--- config.mk ---
export PLATFORM = sky130hd
export DESIGN_NAME = serial_line_keyword_classifier_core
export DESIGN_NICKNAME = d
export VERILOG_FILES = /design/src/rtl/core/slkc_pkg.sv /design/src/rtl/core/slkc_front.sv /design/src/rtl/core/slkc_queue.sv /design/src/rtl/core/slkc_back.sv /design/src/rtl/core/serial_line_keyword_classifier_core.sv
export VERILOG_INCLUDE_DIRS = /design/src /design/src/rtl/core
export SDC_FILE = /design/constraint.sdc
export NUM_CORES = 1
export LEC_CHECK = 0
export BUFFER_PORTS_ARGS = -buffer_cell sky130_fd_sc_hd__buf_4
export CAP_MARGIN = 0
export CORE_MARGIN = 3
export CORE_UTILIZATION = 55
export CTS_CLUSTER_SIZE = 24
export DETAILED_ROUTE_END_ITERATION = 12
export PLACE_DENSITY = 0.78
export SYNTH_ARGS = -nofsm -noshare
export SYNTH_HDL_FRONTEND = slang
export SYNTH_SLANG_ARGS = --single-unit
--- constraint.sdc ---
create_clock -name clk -period 4.7 [get_ports clk]
set_input_delay 0.235 -clock clk [delete_from_list [all_inputs] [get_ports clk]]
set_output_delay 0.235 -clock clk [all_outputs]
set_load 0.03 [all_outputs]
--- src/rtl/core/assert_macros.svh ---
// Assertion macros used by the top RTL file of the keyword classifier core.
// No dependencies; take it in with a plain include.
`ifndef ASSERT_MACROS_SVH
`define ASSERT_MACROS_SVH

// Same-cycle implication, checked out of reset.
`define ASSERT_IMPL(lbl, ante, cons, msg) \
  lbl: assert property (@(posedge clk) disable iff (!rst_n) (ante) |-> (cons)) \
    else $error(msg);

// Next-cycle implication, checked out of reset.
`define ASSERT_NEXT(lbl, ante, cons, msg) \
  lbl: assert property (@(posedge clk) disable iff (!rst_n) (ante) |=> (cons)) \
    else $error(msg);

`endif

--- src/rtl/core/slkc_pkg.sv ---
// Shared types, keyword tables and constants of the serial line keyword classifier.
// No dependencies; imported by every module of the core.
`default_nettype none

package slkc_pkg;

  localparam int unsigned LINE_BYTES_DEF = 32;
  localparam int unsigned QUEUE_DEPTH    = 2;
  localparam int unsigned LEN_W          = 5;

  localparam logic [7:0] BYTE_CR   = 8'h0D;
  localparam logic [7:0] BYTE_LF   = 8'h0A;
  localparam logic [7:0] BYTE_NULL = 8'h00;

  localparam int unsigned KW_PONG_LEN  = 4;
  localparam int unsigned KW_READY_LEN = 8;
  localparam int unsigned KW_UI_LEN    = 3;
  localparam int unsigned KW_ERR_LEN   = 6;

  localparam logic [7:0] KW_PONG  [KW_PONG_LEN]  = '{8'h50, 8'h4F, 8'h4E, 8'h47};
  localparam logic [7:0] KW_READY [KW_READY_LEN] =
    '{8'h48, 8'h37, 8'h5F, 8'h52, 8'h45, 8'h41, 8'h44, 8'h59};
  localparam logic [7:0] KW_UI    [KW_UI_LEN]    = '{8'h55, 8'h49, 8'h20};
  localparam logic [7:0] KW_ERR   [KW_ERR_LEN]   =
    '{8'h48, 8'h37, 8'h5F, 8'h45, 8'h52, 8'h52};

  typedef enum logic [1:0] {
    KIND_OTHER = 2'd0,
    KIND_READY = 2'd1,
    KIND_UI    = 2'd2,
    KIND_ERR   = 2'd3
  } line_kind_t;

  // One finished line as seen by the back end.
  typedef struct packed {
    logic             hit_ready;
    logic             hit_ui;
    logic             hit_err;
    logic [LEN_W-1:0] len;
  } line_evt_t;

  typedef struct packed {
    logic full;
    logic empty;
  } queue_stat_t;

endpackage

`default_nettype wire

--- src/rtl/core/slkc_front.sv ---
// Front end: takes received bytes, tracks line length and keyword matches as they arrive.
// Depends on slkc_pkg; emits one line event per line feed.
`default_nettype none

module slkc_front import slkc_pkg::*; #(
  parameter int unsigned LINE_BYTES = LINE_BYTES_DEF
) (
  input  wire logic       clk,
  input  wire logic       rst_n,
  input  wire logic       acc,
  input  wire logic [7:0] rx_byte,
  output logic            evt_valid,
  output line_evt_t       evt
);

  localparam int unsigned CW       = $clog2(LINE_BYTES);
  localparam int unsigned HOLD_MAX = LINE_BYTES - 1;

  logic [CW-1:0] cnt_r, cnt_nxt;
  logic pong_ok_r, pong_ok_nxt, rdy_ok_r, rdy_ok_nxt;
  logic ui_ok_r, ui_ok_nxt, err_ok_r, err_ok_nxt;
  logic pong_z_r, pong_z_nxt, rdy_z_r, rdy_z_nxt, err_z_r, err_z_nxt;

  logic is_cr, is_lf, first;
  logic eq_pong, eq_rdy, bg_ui, eq_err;
  logic [CW+LEN_W-1:0] cnt_ext;

  assign is_cr = (rx_byte == BYTE_CR);
  assign is_lf = (rx_byte == BYTE_LF);
  assign first = (cnt_r == '0);

  always_comb begin
    cnt_nxt     = cnt_r;
    pong_ok_nxt = pong_ok_r;
    rdy_ok_nxt  = rdy_ok_r;
    ui_ok_nxt   = ui_ok_r;
    err_ok_nxt  = err_ok_r;
    pong_z_nxt  = pong_z_r;
    rdy_z_nxt   = rdy_z_r;
    err_z_nxt   = err_z_r;
    if (acc && is_lf) begin
      cnt_nxt = '0;
    end else if (acc && !is_cr) begin
      if (cnt_r != CW'(HOLD_MAX)) begin
        cnt_nxt = cnt_r + 1'b1;
        // Prefix flags restart on the first byte of a line.
        if (cnt_r < CW'(KW_PONG_LEN)) begin
          pong_ok_nxt = (first || pong_ok_r) && (rx_byte == KW_PONG[cnt_r[1:0]]);
        end else if (cnt_r == CW'(KW_PONG_LEN)) begin
          pong_z_nxt = (rx_byte == BYTE_NULL);
        end
        if (cnt_r < CW'(KW_READY_LEN)) begin
          rdy_ok_nxt = (first || rdy_ok_r) && (rx_byte == KW_READY[cnt_r[2:0]]);
        end else if (cnt_r == CW'(KW_READY_LEN)) begin
          rdy_z_nxt = (rx_byte == BYTE_NULL);
        end
        if (cnt_r < CW'(KW_UI_LEN)) begin
          ui_ok_nxt = (first || ui_ok_r) && (rx_byte == KW_UI[cnt_r[1:0]]);
        end
        if (cnt_r < CW'(KW_ERR_LEN)) begin
          err_ok_nxt = (first || err_ok_r) && (rx_byte == KW_ERR[cnt_r[2:0]]);
        end else if (cnt_r == CW'(KW_ERR_LEN)) begin
          err_z_nxt = (rx_byte == BYTE_NULL);
        end
      end else begin
        // Line overflow: drop the line and this byte.
        cnt_nxt = '0;
      end
    end
  end

  always_ff @(posedge clk) begin
    if (!rst_n) begin
      cnt_r <= '0;
    end else begin
      cnt_r <= cnt_nxt;
    end
    pong_ok_r <= pong_ok_nxt;
    rdy_ok_r  <= rdy_ok_nxt;
    ui_ok_r   <= ui_ok_nxt;
    err_ok_r  <= err_ok_nxt;
    pong_z_r  <= pong_z_nxt;
    rdy_z_r   <= rdy_z_nxt;
    err_z_r   <= err_z_nxt;
  end

  assign eq_pong = (cnt_r >= CW'(KW_PONG_LEN)) && pong_ok_r &&
                   ((cnt_r == CW'(KW_PONG_LEN)) || pong_z_r);
  assign eq_rdy  = (cnt_r >= CW'(KW_READY_LEN)) && rdy_ok_r &&
                   ((cnt_r == CW'(KW_READY_LEN)) || rdy_z_r);
  assign bg_ui   = (cnt_r >= CW'(KW_UI_LEN)) && ui_ok_r;
  assign eq_err  = (cnt_r >= CW'(KW_ERR_LEN)) && err_ok_r &&
                   ((cnt_r == CW'(KW_ERR_LEN)) || err_z_r);

  assign cnt_ext = {{LEN_W{1'b0}}, cnt_r};

  assign evt_valid     = acc && is_lf;
  assign evt.hit_ready = eq_pong || eq_rdy;
  assign evt.hit_ui    = bg_ui;
  assign evt.hit_err   = eq_err;
  assign evt.len       = (cnt_ext > (CW+LEN_W)'(31)) ? LEN_W'(31) : cnt_ext[LEN_W-1:0];

endmodule

`default_nettype wire

--- src/rtl/core/slkc_queue.sv ---
// Short event queue between front and back end.
// Depends on slkc_pkg for the line event and status types.
`default_nettype none

module slkc_queue import slkc_pkg::*; (
  input  wire logic      clk,
  input  wire logic      rst_n,
  input  wire logic      wr_en,
  input  wire line_evt_t wr_data,
  input  wire logic      rd_en,
  output line_evt_t      rd_data,
  output queue_stat_t    stat
);

  localparam int unsigned PW = (QUEUE_DEPTH > 1) ? $clog2(QUEUE_DEPTH) : 1;
  localparam int unsigned NW = $clog2(QUEUE_DEPTH + 1);

  line_evt_t     slot_r [QUEUE_DEPTH];
  logic [PW-1:0] wp_r, wp_nxt, rp_r, rp_nxt;
  logic [NW-1:0] n_r, n_nxt;
  logic          do_wr, do_rd;

  assign stat.full  = (n_r == NW'(QUEUE_DEPTH));
  assign stat.empty = (n_r == '0);
  assign do_wr      = wr_en && !stat.full;
  assign do_rd      = rd_en && !stat.empty;
  assign rd_data    = slot_r[rp_r];

  always_comb begin
    wp_nxt = wp_r;
    rp_nxt = rp_r;
    n_nxt  = n_r;
    if (do_wr) begin
      wp_nxt = (wp_r == PW'(QUEUE_DEPTH - 1)) ? '0 : wp_r + 1'b1;
    end
    if (do_rd) begin
      rp_nxt = (rp_r == PW'(QUEUE_DEPTH - 1)) ? '0 : rp_r + 1'b1;
    end
    if (do_wr && !do_rd) begin
      n_nxt = n_r + 1'b1;
    end else if (do_rd && !do_wr) begin
      n_nxt = n_r - 1'b1;
    end
  end

  always_ff @(posedge clk) begin
    if (!rst_n) begin
      wp_r <= '0;
      rp_r <= '0;
      n_r  <= '0;
    end else begin
      wp_r <= wp_nxt;
      rp_r <= rp_nxt;
      n_r  <= n_nxt;
    end
    if (do_wr) begin
      slot_r[wp_r] <= wr_data;
    end
  end

endmodule

`default_nettype wire

--- src/rtl/core/slkc_back.sv ---
// Back end: applies line events to the online flag and holds the result beat.
// Depends on slkc_pkg for the event and line kind types.
`default_nettype none

module slkc_back import slkc_pkg::*; (
  input  wire logic         clk,
  input  wire logic         rst_n,
  input  wire logic         evt_avail,
  input  wire line_evt_t    evt,
  output logic              evt_take,
  input  wire logic         pop,
  output logic              empty,
  output logic [1:0]        line_kind,
  output logic              online,
  output logic [LEN_W-1:0]  line_length
);

  logic             vld_r, vld_nxt;
  logic             onl_r, onl_nxt;
  line_kind_t       kind_r, kind_nxt;
  logic [LEN_W-1:0] len_r;

  // Reload the output beat whenever it is free or being taken.
  assign evt_take = evt_avail && (!vld_r || pop);

  always_comb begin
    onl_nxt  = onl_r;
    kind_nxt = KIND_OTHER;
    vld_nxt  = vld_r && !pop;
    if (evt.hit_ready) begin
      kind_nxt = KIND_READY;
      onl_nxt  = 1'b1;
    end else if (evt.hit_ui) begin
      kind_nxt = KIND_UI;
      onl_nxt  = 1'b1;
    end else if (evt.hit_err) begin
      kind_nxt = KIND_ERR;
      onl_nxt  = 1'b0;
    end
    if (!evt_take) begin
      onl_nxt  = onl_r;
      kind_nxt = kind_r;
    end else begin
      vld_nxt = 1'b1;
    end
  end

  always_ff @(posedge clk) begin
    if (!rst_n) begin
      vld_r <= 1'b0;
      onl_r <= 1'b0;
    end else begin
      vld_r <= vld_nxt;
      onl_r <= onl_nxt;
    end
    kind_r <= kind_nxt;
    if (evt_take) begin
      len_r <= evt.len;
    end
  end

  assign empty       = !vld_r;
  assign line_kind   = kind_r;
  assign online      = onl_r;
  assign line_length = len_r;

endmodule

`default_nettype wire

--- src/rtl/core/serial_line_keyword_classifier_core.sv ---
// Serial line keyword classifier: one byte per cycle in, one result beat per line feed.
// A line feed's event is written into the queue, then loaded into the output register.
// Throughput: one byte per cycle unless full, set by the front's keyword flag update.
// A two-entry event queue and the output register let either side stall on its own.
// Reset (synchronous, rst_n low): line empty, link offline, queue and output empty.
// Depends on slkc_pkg, slkc_front, slkc_queue, slkc_back and assert_macros.svh.
`default_nettype none
`include "assert_macros.svh"

module serial_line_keyword_classifier_core import slkc_pkg::*; #(
  parameter int unsigned LINE_BYTES = LINE_BYTES_DEF
) (
  input  wire logic             clk,
  input  wire logic             rst_n,
  input  wire logic             push,
  output logic                  full,
  input  wire logic [7:0]       in_rx_byte,
  output logic                  empty,
  input  wire logic             pop,
  output logic [1:0]            out_line_kind,
  output logic                  out_online,
  output logic [LEN_W-1:0]      out_line_length
);

  logic        acc, evt_valid, evt_take;
  line_evt_t   evt_in, evt_out;
  queue_stat_t q_stat;

  assign full = q_stat.full;
  assign acc  = push && !q_stat.full;

  slkc_front #(.LINE_BYTES(LINE_BYTES)) u_front (
    .clk       (clk),
    .rst_n     (rst_n),
    .acc       (acc),
    .rx_byte   (in_rx_byte),
    .evt_valid (evt_valid),
    .evt       (evt_in)
  );

  slkc_queue u_queue (
    .clk     (clk),
    .rst_n   (rst_n),
    .wr_en   (evt_valid),
    .wr_data (evt_in),
    .rd_en   (evt_take),
    .rd_data (evt_out),
    .stat    (q_stat)
  );

  slkc_back u_back (
    .clk         (clk),
    .rst_n       (rst_n),
    .evt_avail   (!q_stat.empty),
    .evt         (evt_out),
    .evt_take    (evt_take),
    .pop         (pop),
    .empty       (empty),
    .line_kind   (out_line_kind),
    .online      (out_online),
    .line_length (out_line_length)
  );

  `ASSERT_IMPL(a_no_overflow, q_stat.full, !evt_valid, "event pushed into a full queue")
  `ASSERT_NEXT(a_reload, (!empty && pop && !q_stat.empty), !empty, "output beat not reloaded")
  `ASSERT_IMPL(a_err_offline, (!empty && out_line_kind == KIND_ERR), !out_online,
               "error line left the link online")
  `ASSERT_IMPL(a_hit_online, (!empty && (out_line_kind == KIND_READY ||
               out_line_kind == KIND_UI)), out_online, "ready or UI line left link offline")

endmodule

`default_nettype wire
### Yosys cells after proc, flatten, opt, wreduce, memory -nomap -nowiden

Memories as Yosys holds them, arrays and structs flattened. A register that Yosys moved wholly into a read port is not among the register bits.
Cells that the tools add are included.
Widths: inputs -> output; s select.

* memory bits (read-only): 128
* memories kept: 3
* word-level logic and storage cells: 128
* RAM bits: 16
* register bits after elaboration: 25
* input bits: 12
* output and inout bits: 10

* $add $sub $neg: 5
* reductions and logical operators: 50
* multiplexer cells: 26
* equal/unequal tests: 11
* bitwise operators: 7
* magnitude comparators: 11

Memories
* (name not given): depth 8, width 8, read ports 1, clocked after Yosys merged registers in 0, write ports 0, line slkc_front.sv:53 `rdy_ok_nxt = (first || rdy_ok_r) && (rx_byte == KW_READY[cnt_r[2:0]]);`
* (name not given): depth 8, width 8, read ports 1, clocked after Yosys merged registers in 0, write ports 0, line slkc_front.sv:61 `err_ok_nxt = (first || err_ok_r) && (rx_byte == KW_ERR[cnt_r[2:0]]);`
* u_queue.slot_r: depth 2, width 8, read ports 1, clocked after Yosys merged registers in 1, write ports 1, line slkc_queue.sv:18 `line_evt_t slot_r [QUEUE_DEPTH];`

Operator list (count)
* $mux 8: 8
* $bmux 8 s2: 2
* $eq 8x8->1: 4
* $logic_and 1x1->1: 20
* $eq 8x4->1 const B: 2
* $reduce_and 4->1: 4
* $reduce_and 5->1: 3
* $eq 5x3->1 const B: 2
* $ge 5x3->1 const B: 2
* $lt 5x3->1 const B: 2
* $mux 1: 10
* $mux 5: 2
* $logic_or 1x1->1: 9
* $logic_not 8->1: 1
* $mux 2: 4
* $logic_not 1->1: 7
* $add 5x1->5 const B: 1
* $eq 5x4->1 const B: 1
* $ge 5x2->1 const B: 1
* $ge 5x4->1 const B: 1
* $gt 5x5->1 const B: 1
* $logic_not 5->1: 1
* $lt 5x2->1 const B: 1
* $lt 5x4->1 const B: 1
* 15 further kinds: 20

### Logic depth before layout (Yosys ltp)

* word-level depth: 9
* mapped depth: 8
* mapped depth without buffers: 7

### Cells and area by module

From an unflattened synthesis, not the netlist that was laid out.

* cell total of the unflattened synthesis: 229
* area, all modules: 2408.6 um^2

By module, submodules not included
* slkc_front: area each 1252.5 um^2, cells each 156, times used 1, sequential area each 310.3 um^2
* slkc_queue: area each 809.5 um^2, cells each 50, times used 1, sequential area each 580.6 um^2
* slkc_back: area each 329.1 um^2, cells each 21, times used 1, sequential area each 250.2 um^2
* serial_line_keyword_classifier_core: area each 17.5 um^2, cells each 2, times used 1, sequential area each 0.0 um^2

### Worst setup path before layout

No wires, ideal clock.

* path kind: input to register
* from: input in_rx_byte[1]
* to: memory u_queue.slot_r[1][0] (netlist bit) (enable)
* data required time: 4.317 ns
* setup slack: 2.455 ns
* buffers on the path: 1
* stages: 4
* arrival time: 1.862 ns
* setup time: 0.383 ns
* cells stage by stage: buf_6 -> or3b_1 -> or4b_4 -> nor3_1

* longest elaborated chain between the ends: 5

RTL lines
* start: declaration: line serial_line_keyword_classifier_core.sv:17 `input wire logic [7:0] in_rx_byte,`
* $eq 8x4->1: line slkc_front.sv:29 `assign is_lf = (rx_byte == BYTE_LF);`
* $logic_and 1x1->1: line slkc_front.sv:97 `assign evt_valid = acc && is_lf;`
* $logic_and 1x1->1: line slkc_queue.sv:25 `assign do_wr = wr_en && !stat.full;`
* $mux 1: line slkc_queue.sv:56 `if (do_wr) begin`
* $mux 1 (not written as such): line slkc_queue.sv:57 `slot_r[wp_r] <= wr_data;`
* end: declaration: line slkc_queue.sv:18

No other way between the ends.

### Worst setup path in the final report

* from: register u_front.cnt_r[1]
* to: register u_front.cnt_r[3]

* longest elaborated chain between the ends: 2
* elaborated cells on any way between the ends: 3
* classes of those cells: add/sub: 1; eq/ne: 1; mux: 1

RTL lines
* start: declaration: line slkc_front.sv:19 `logic [CW-1:0] cnt_r, cnt_nxt;`
* start signal: assignment: line slkc_front.sv:76 `cnt_r <= cnt_nxt;`
* $add 5x1->5 or $ne 5x5->1 (tied branches): line slkc_front.sv:45, slkc_front.sv:44
* $mux 5 *: line slkc_front.sv:44 `if (cnt_r != CW'(HOLD_MAX)) begin`

Every way passes the cells marked *; elsewhere a longest branch is shown, timed or not.
A chain may end at the register's enable or synchronous reset.

==> flow_metrics.py <==
metrics = {
    "power_and_ir_drop": {
        "leakage_nw": 0.9332,
        "peakVddDrop_mv": 0.2277,
        "power.density_mw_per_mm2": 457.6,
    },
    "global_route": {
        "grt.overflow.total": 0,
        "grt_max_degree": 24,
        "grt_pass1_wl_um": 7486,
        "grtUsageTotal": 0.1854,
        "grt_pass1_vias": 1568,
        "antenna_found_initial": 0,
    },
    "timing": {
        "hold-worst-slack_ns": 0.2438,
        "relSlewSlack": 0.3086,
        "tns_ns": 0,
        "rsz0062_at_grt": "false",
        "final-setup-viol-count": 0,
        "maxSlewViolCount": 0,
        "skew_ns": 0.003236,
        "fin_crit_ns": 2.352,
        "tightest_slew_ns": 1.029,
        "fmax_ghz": 0.4252,
        "timing.final.crit_share": 0.5004,
        "hold_viol": 0,
    },
    "setup_path": {
        "cp_max_fo": 14,
        "reg2reg_to": "u_front.cnt_r[3]",
        "r2r_setup_slack_ns": 2.35,
        "cp-endpoint": "u_front.cnt_r[3]",
        "start_kind": "flip-flop",
        "crit_path_start": "u_front.cnt_r[1]",
        "worstSetupPathType": "flip-flop to flip-flop",
        "cp_data_required_time_ns": 4.92,
        "r2r_cells": 6,
        "cp_data_arrival_time_ns": 2.57,
        "worstSetupEndpointType": "flip-flop",
        "reg2reg_from": "u_front.cnt_r[1]",
    },
    "clock_network": {
        "cts-root-buf": "clkbuf_8",
        "cts_setup_buffers": 0,
        "clk_path_buf_depth": 2,
        "ctsHoldBuffers": 0,
        "cts_max_level": 2,
        "clk_pin_slew_worst_paths_ns": 0.07,
        "cts-resized-gates": 0,
        "cts_tree": "built",
        "numCtsBuffers": 5,
        "clock_sinks": 42,
        "insertion_delay_ns": 0.29,
    },
    "job": {
        "drv_cap": 0,
    },
    "route": {
        "antenna_left": 0,
        "drtIter0Drc": 93,
        "num_vias": 1710,
        "drtPass1Iterations": 4,
        "routed_wl_um": 4488,
        "route.detailed.drc": 0,
        "via_per_inst": 5.979,
        "wl_per_cell_um": 15.69,
    },
    "synthesis": {
        "avgSynthCellArea_sq_um": 10.22,
        "synth_top_cell_by_area": "edfxtp_1",
        "ys_seq_area_frac": 0.4919,
        "yosys-top-cells-count": "edfxtp_1, nor2_1, a21oi_1, clkbuf_1, dfxtp_1",
        "synth_seq_cells": 42,
        "syn_inst": 227,
        "synth_top_area_share": 0.3883,
        "synthTopCellsByArea": "edfxtp_1, dfxtp_1, ha_1",
        "synth_fp_nets": 247,
        "synth_most_common_cell": "edfxtp_1",
        "yosysWarnings": 0,
        "synth_ff_type": "edfxtp_1",
        "synth-edff-count": 30,
        "synth.distinct_cells": 54,
        "async_flop_share": 0,
        "synth.cell_area_sq_mm": 0.002320,
    },
    "outcome": {
        "status": "finished, final reports clean",
    },
    "finish": {
        "area_growth_pct": 10.84,
        "drive_gt1_frac": 0.1765,
        "fin_nets": 257,
        "fin_area_sq_mm": 0.002571,
        "fin_util": 0.6672,
        "num_antenna_cells": 0,
    },
    "floorplan": {
        "dieWidth_um": 70.95,
        "core_area_sq_mm": 0.003854,
        "rows": 22,
        "start_util": 0.6019,
        "dieArea_sq_mm": 0.005033,
        "ios": 22,
        "die_y_um": 70.95,
    },
    "placed_design": {
        "gp_congestion": 0.8797,
        "place_area_sq_mm": 0.002461,
        "port_buffers": 21,
        "dp_hpwl_um": 3194,
    },
    "worst_hold_path": {
        "hp-class": "input port to flip-flop",
    },
}
==> kinds of logic (layout without fill, tap and decap cells) <==
kind of cell,count (synthesis),after routing,synth area share
and+or+nand+nor,76,76,0.1866
adders and majority gates,8,8,0.04315
muxes,8,8,0.03830
DFF,42,42,0.4919
AOI/OAI and AO/OA,53,53,0.1478
buffers and inverters,29,40,0.05070
xor gates and xnor gates,11,11,0.04154
==> sequential cells by signal, indices dropped and copies added, names as in the netlist, named ones only <==
| name | flops |
|---|---|
| u_queue.slot_r | 16 |
| u_back.line_length | 5 |
| u_front.cnt_r | 5 |
| u_back.line_kind | 2 |
| u_queue.n_r | 2 |
| u_back.online | 1 |
| u_back.vld_r | 1 |
| u_front.err_ok_r | 1 |
| u_front.err_z_r | 1 |
| u_front.pong_ok_r | 1 |
| u_front.pong_z_r | 1 |
| u_front.rdy_ok_r | 1 |
| u_front.rdy_z_r | 1 |
| u_front.ui_ok_r | 1 |
| u_queue.rp_r | 1 |
| u_queue.wp_r | 1 |
==> worst max-delay path, cell delays in order (launching register included) <==
cell and delay, ns:
dfxtp_1 0.47, ha_1 0.37, and3_1 0.23, ha_1 0.26, or4_1 0.50, or3_1 0.32
a21oi_1 0.14
==> area by class of cell <==
cell class	instances	area (sq um)
Clock buffer	6	72.57
Inverter	11	41.29
Clock inverter	2	37.54
Sequential cell	42	1141
Fill cell	321	1282
Tap cell	48	60.06
Multi-Input combinational cell	156	1061
Timing Repair Buffer	21	157.7
==> layer usage <==
layer  GRT usage  routed length [um]  vias to the layer above
met4     0.05010                  28                        0
met5           0                   0                        -
met3     0.03409                 215                        4
li1            -                   -                      850
met2      0.3110                2229                       50
met1      0.2470                2015                      806
==> how the worst min path moves through the flow <==
stage,to,start,cells after the start
after floorplan,u_front.cnt_r[0],rst_n,2
after global placement,u_back.online,u_back.online,2
after detailed placement,u_queue.wp_r,u_queue.wp_r,2
after CTS,u_front.cnt_r[3],rst_n,3
after global routing,u_front.cnt_r[2],rst_n,3
final,u_front.cnt_r[3],rst_n,3
==> through the flow <==
| stage | cells | power (W) | setup slack, ns |
|---|---|---|---|
| floorplan | 227 | 0.0008029 | 2.455 |
| global route | 286 | 0.001241 | 2.198 |
| global placement | 278 | 0.0009008 | 2.181 |
| detailed placement | 278 | 0.0009078 | 2.048 |
| CTS | 286 | 0.001182 | 2.350 |
| finish | 286 | 0.001177 | 2.348 |
==> cell usage in the layout, fill, tap and decap left out, drive strengths merged, types with 2 or more instances in the layout <==
master	n
o21ai	13
a31oi	6
a22oi	2
edfxtp	30
a21oi	16
inv	11
or2	3
mux2	7
clkbuf	6
xnor2	8
nor2	20
and3	2
nand3	6
or3	3
nor2b	2
nor3	9
nand2b	2
o22ai	2
nor3b	2
nand3b	3
dfxtp	12
nand2	10
a2111oi	2
o31ai	2
nor4	2
ha	8
nand4	2
buf	21
or4	3
xor2	3
==> power breakdown <==
| group | internal [W] | total (W) | switching, W | leakage (nW) |
|---|---|---|---|---|
| clock network | 0.000158 | 0.000277 | 0.000118 | 0.0514 |
| logic | 0.000155 | 0.000382 | 0.000226 | 0.490 |
| registers | 0.000469 | 0.000518 | 0.0000497 | 0.392 |
| total | 0.000782 | 0.00118 | 0.000394 | 0.933 |
No activity file was read; power rests on OpenSTA's default activity.
